File: src/rtl/core/vbrt_pkg.sv
package vbrt_pkg;

   localparam int unsigned VAL_W      = 10;
   localparam int unsigned ROOT_W     = 13;
   localparam int unsigned SQRT_STEPS = 13;
   localparam int unsigned CNT_W      = 4;
   localparam int unsigned COORD_W    = 6;
   localparam int unsigned SQ_W       = 11;
   localparam int unsigned SUM_W      = 12;
   localparam int unsigned WIDE_W     = 17;

   localparam logic OP_BUILD = 1'b0;
   localparam logic OP_QUERY = 1'b1;

   localparam logic CSR_MAX_SQUARE = 1'b0;

   typedef enum logic [3:0] {
      ST_IDLE,
      ST_DECODE,
      ST_CLEAR,
      ST_MARK,
      ST_SCAN,
      ST_DRAIN,
      ST_Q_START,
      ST_Q_LOW,
      ST_Q_WAIT,
      ST_RESP
   } state_type;

   typedef struct packed {
      logic capture;
      logic build_start;
      logic clear_step;
      logic mark_step;
      logic scan_step;
      logic query_start;
      logic query_low;
      logic rsp_load;
   } cmd_type;

   typedef struct packed {
      logic is_build;
      logic out_of_range;
      logic walk_last;
      logic mark_last;
      logic roots_busy;
   } status_type;

endpackage

File: src/rtl/core/vbrt_ctrl.sv
module vbrt_ctrl
   import vbrt_pkg::*;
(
   input  logic       clock,
   input  logic       reset,
   input  logic       req_tvalid,
   output logic       req_tready,
   output logic       rsp_tvalid,
   input  logic       rsp_tready,
   input  status_type status,
   output cmd_type    cmd
);

   state_type state_ff, state_in;
   logic      rsp_valid_ff, rsp_valid_in;
   logic      load_ok;

   assign load_ok = !rsp_valid_ff || rsp_tready;

   always_comb begin
      state_in = state_ff;
      unique case (state_ff)
         ST_IDLE: begin
            if (req_tvalid) begin
               state_in = ST_DECODE;
            end
         end
         ST_DECODE: begin
            if (status.is_build) begin
               state_in = ST_CLEAR;
            end else if (status.out_of_range) begin
               state_in = ST_RESP;
            end else begin
               state_in = ST_Q_START;
            end
         end
         ST_CLEAR: begin
            if (status.walk_last) begin
               state_in = ST_MARK;
            end
         end
         ST_MARK: begin
            if (status.mark_last) begin
               state_in = ST_SCAN;
            end
         end
         ST_SCAN: begin
            if (status.walk_last) begin
               state_in = ST_DRAIN;
            end
         end
         ST_DRAIN:   state_in = ST_RESP;
         ST_Q_START: state_in = ST_Q_LOW;
         ST_Q_LOW:   state_in = ST_Q_WAIT;
         ST_Q_WAIT: begin
            if (!status.roots_busy) begin
               state_in = ST_RESP;
            end
         end
         ST_RESP: begin
            if (load_ok) begin
               state_in = ST_IDLE;
            end
         end
         default: state_in = ST_IDLE;
      endcase
   end

   always_comb begin
      cmd        = '0;
      req_tready = 1'b0;
      unique case (state_ff)
         ST_IDLE: begin
            req_tready  = 1'b1;
            cmd.capture = req_tvalid;
         end
         ST_DECODE:  cmd.build_start = status.is_build;
         ST_CLEAR:   cmd.clear_step  = 1'b1;
         ST_MARK:    cmd.mark_step   = 1'b1;
         ST_SCAN:    cmd.scan_step   = 1'b1;
         ST_Q_START: cmd.query_start = 1'b1;
         ST_Q_LOW:   cmd.query_low   = 1'b1;
         ST_RESP:    cmd.rsp_load    = load_ok;
         default: ;
      endcase
   end

   always_comb begin
      rsp_valid_in = rsp_valid_ff;
      if (cmd.rsp_load) begin
         rsp_valid_in = 1'b1;
      end else if (rsp_tready) begin
         rsp_valid_in = 1'b0;
      end
   end

   always_ff @(posedge clock) begin
      if (reset) begin
         state_ff     <= ST_IDLE;
         rsp_valid_ff <= 1'b0;
      end else begin
         state_ff     <= state_in;
         rsp_valid_ff <= rsp_valid_in;
      end
   end

   assign rsp_tvalid = rsp_valid_ff;

endmodule

File: config.mk
export PLATFORM = sky130hd
export DESIGN_NAME = vbrt_ctrl
export DESIGN_NICKNAME = d
export VERILOG_FILES = /design/src/rtl/core/vbrt_pkg.sv /design/src/rtl/core/vbrt_ctrl.sv
export SDC_FILE = /design/constraint.sdc
export NUM_CORES = 1
export LEC_CHECK = 0
export ABC_AREA = 1
export BUFFER_PORTS_ARGS = -buffer_cell sky130_fd_sc_hd__buf_2
export CAP_MARGIN = 0
export CORE_AREA = 4 4 41 43
export CTS_CLUSTER_SIZE = 30
export DETAILED_ROUTE_END_ITERATION = 10
export DIE_AREA = 0 0 45 47
export GPL_ROUTABILITY_DRIVEN = 1
export PLACE_DENSITY = 0.62
export SETUP_SLACK_MARGIN = 0.1
export SLEW_MARGIN = 10
export SYNTH_ARGS = -nofsm -noshare
export SYNTH_HDL_FRONTEND = slang
export SYNTH_SLANG_ARGS = --single-unit
File: constraint.sdc
create_clock -name clock -period 1.6 [get_ports clock]
set_input_delay 0.32 -clock clock [delete_from_list [all_inputs] [get_ports clock]]
set_output_delay 0.32 -clock clock [all_outputs]
set_load 0.05 [all_outputs]
==> results.ini <==
[synthesis]
yosys.area.top_type=dfxtp_1
synth_ff_type=dfxtp_1
yosys.cell_types.count=16
syn_nets=92
synthesis.area_um2=445
synth_area_leaders=dfxtp_1 22%, nand2_1 19%, nor2_1 19%, inv_1 9.3%, nand3_1 7.9%
synth_edf_count=0
synth-seq-cells=5
synth-async-reset-ratio_pct=0
yosysSeqAreaShare_pct=22.5
synthCells=83
ys_warn_count=0
synth_top_area_share_pct=22.5
syn_area_per_cell_um2=5.37

[clock_network]
postCtsHoldBufs=0
cts_buffer_depth=2
cts_root_buf=clkbuf_4
cts_tree=built
clk_pin_slew_ns=0.04
clock-sinks=5
cts_buffers=3
htree_num_levels=1
worstSkewPairLatency_ns=0.23

[floorplanning]
die_w_um=45
io_pins=19
die_area_mm2=0.00212
initial_core_util_pct=34.2
row_count=13
die_y_um=47
core-area_mm2=0.00130

[sta]
final-setup-viol-count=0
setup-tns-final_ns=0
slew_headroom_pct=78.7
timing.final.crit_share_pct=93.6
finalMaxSlewViolations=0
skew_ns=0.000721
hold_slack_ns=0.262
hold_viol_final=0
fmax_ghz=0.668
period_needed_ns=1.50
fin_ws_ns=0.102
rsz0062_at_grt=yes
worstMarginPinSlew_ns=0.318

[cells_and_area]
multi_input_area_um2=353
fin_area_um2=754
fillCellCount=137
regArea_um2=113
antenna_cells=0
drive_gt1_share_pct=46.4
fin_nets=120
synthToLayoutAreaGrowth_pct=69.4
fin_cells=125
final_util_pct=58.0

[grt]
grt_start_max_net_pins=7
grt_pass1_wl_um=2330
antenna_found_initial=0
grt_pass1_vias=586
grt_overflow=0
track_usage_pct=15.1

[placed_design]
pre_cts_ws_ns=0.141
place.gp.congestion=0.830
hpwl_um=1010
placed_area_um2=569
numPortBuffers=18
dp.cells=116

[power]
ir_drop_v=0.00107
pwr-share-seq_pct=16.8
p_clk_share_pct=8.0
p_int_mw=0.763
leakage_nw=0.391
power_density_mw_per_mm2=2310
sw_frac_of_total_pct=56.2
p_switching_mw=0.979
p_comb_share_pct=75.1
p_total_mw=1.74

[routing]
drt_iter0_markers=10
route.detailed.drc=0
via_count=592
routed_wl_um=1400
route.detailed.wl_per_inst_um=11.2
drt_first_pass_iters=4
viasPerCell=4.74
postRouteAntennaNets=0

[critical_path]
crit_arrival_ns=1.18
critPathKind=reg -> out
endpoint_kind=output pin
crit_fanout=6
cp-start-kind=flip-flop
critPathRequiredTime_ns=1.28
reg2reg_depth=8

[flow_run]
max_cap_violations=0

[status]
status=complete, no violations

[min_path]
hold_depth=2
holdCritPathClass=in -> reg

Yosys cell counts, types with 2 or more instances:
| library cell | instances |
|---|---|
| o21ai_0 | 2 |
| dfxtp_1 | 5 |
| nor2_1 | 23 |
| inv_1 | 11 |
| nand2_2 | 2 |
| a21oi_1 | 2 |
| nand3_1 | 7 |
| nand2_1 | 23 |
power groups by stage:
stage	Clock (mW)	Combinational (mW)	Sequential, mW
finish	0.140	1.31	0.293
detailed placement	0	1.02	0.237
floorplan	0	0.817	0.232
CTS	0.149	1.23	0.253
global placement	0	1.02	0.237
global route	0.154	1.43	0.300
state kept, by name, summed over array words and instances, names as in the netlist:
| name | count |
|---|---|
| rsp_tvalid | 1 |
| state_ff | 4 |
worst max-delay path: stages (launching register included):
cell     delay (ns)
dfxtp_4        0.38
inv_4          0.06
nor4_4         0.30
buf_6          0.20
area by class of cell:
cell class / instances / area share [%]
multi-input combinational: 65 / 46.8
timing repair buffer: 24 / 25.4
sequential: 5 / 14.9
inverter: 12 / 6.97
clock buffer: 4 / 3.48
tap: 15 / 2.49
final timing paths:
kind,from,end,slack [ns]
hold / removal,reset,state_ff[2]$_SDFFE_PP0P_,0.26
hold reg to reg,state_ff[3]$_SDFFE_PP0P_,state_ff[3]$_SDFFE_PP0P_,0.56
setup reg to reg,state_ff[0]$_SDFFE_PP0P_,state_ff[1]$_SDFFE_PP0P_,0.28
setup / recovery,state_ff[3]$_SDFFE_PP0P_,cmd[0],0.10
what timing repair did:
action,4_1_cts,5_1_grt
buffers inserted,2,3
endpoints found under the hold margin,0,0
resized for setup,31,12
cloned,0,0
pin swaps,1,5
setup endpoints to repair,9,9
logic make-up after synthesis:
| family | after synthesis | synth area share [%] |
|---|---|---|
| DFF | 5 | 22.5 |
| buffers and inverters | 13 | 11.8 |
| AOI/OAI and AO/OA | 5 | 8.15 |
| and+or+nand+nor | 60 | 57.6 |
routing by layer:
| metal | global-route usage [%] | routed length [µm] |
|---|---|---|
| met1 | 17.1 | 575 |
| met2 | 26.6 | 750 |
| met3 | 1.53 | 57 |
| met4 | 10.5 | 13 |
| met5 | 0 | 0 |
cell usage in the layout, fill, tap and decap left out, drive strengths merged:
cell,count
nand3b,1
o21ai,3
clkbuf,4
inv,12
nor2,25
nand2,25
nand3,7
buf,24
nor3,1
a21oi,2
dfxtp,5
nor4,1
Power figures use the tool's default switching activity.
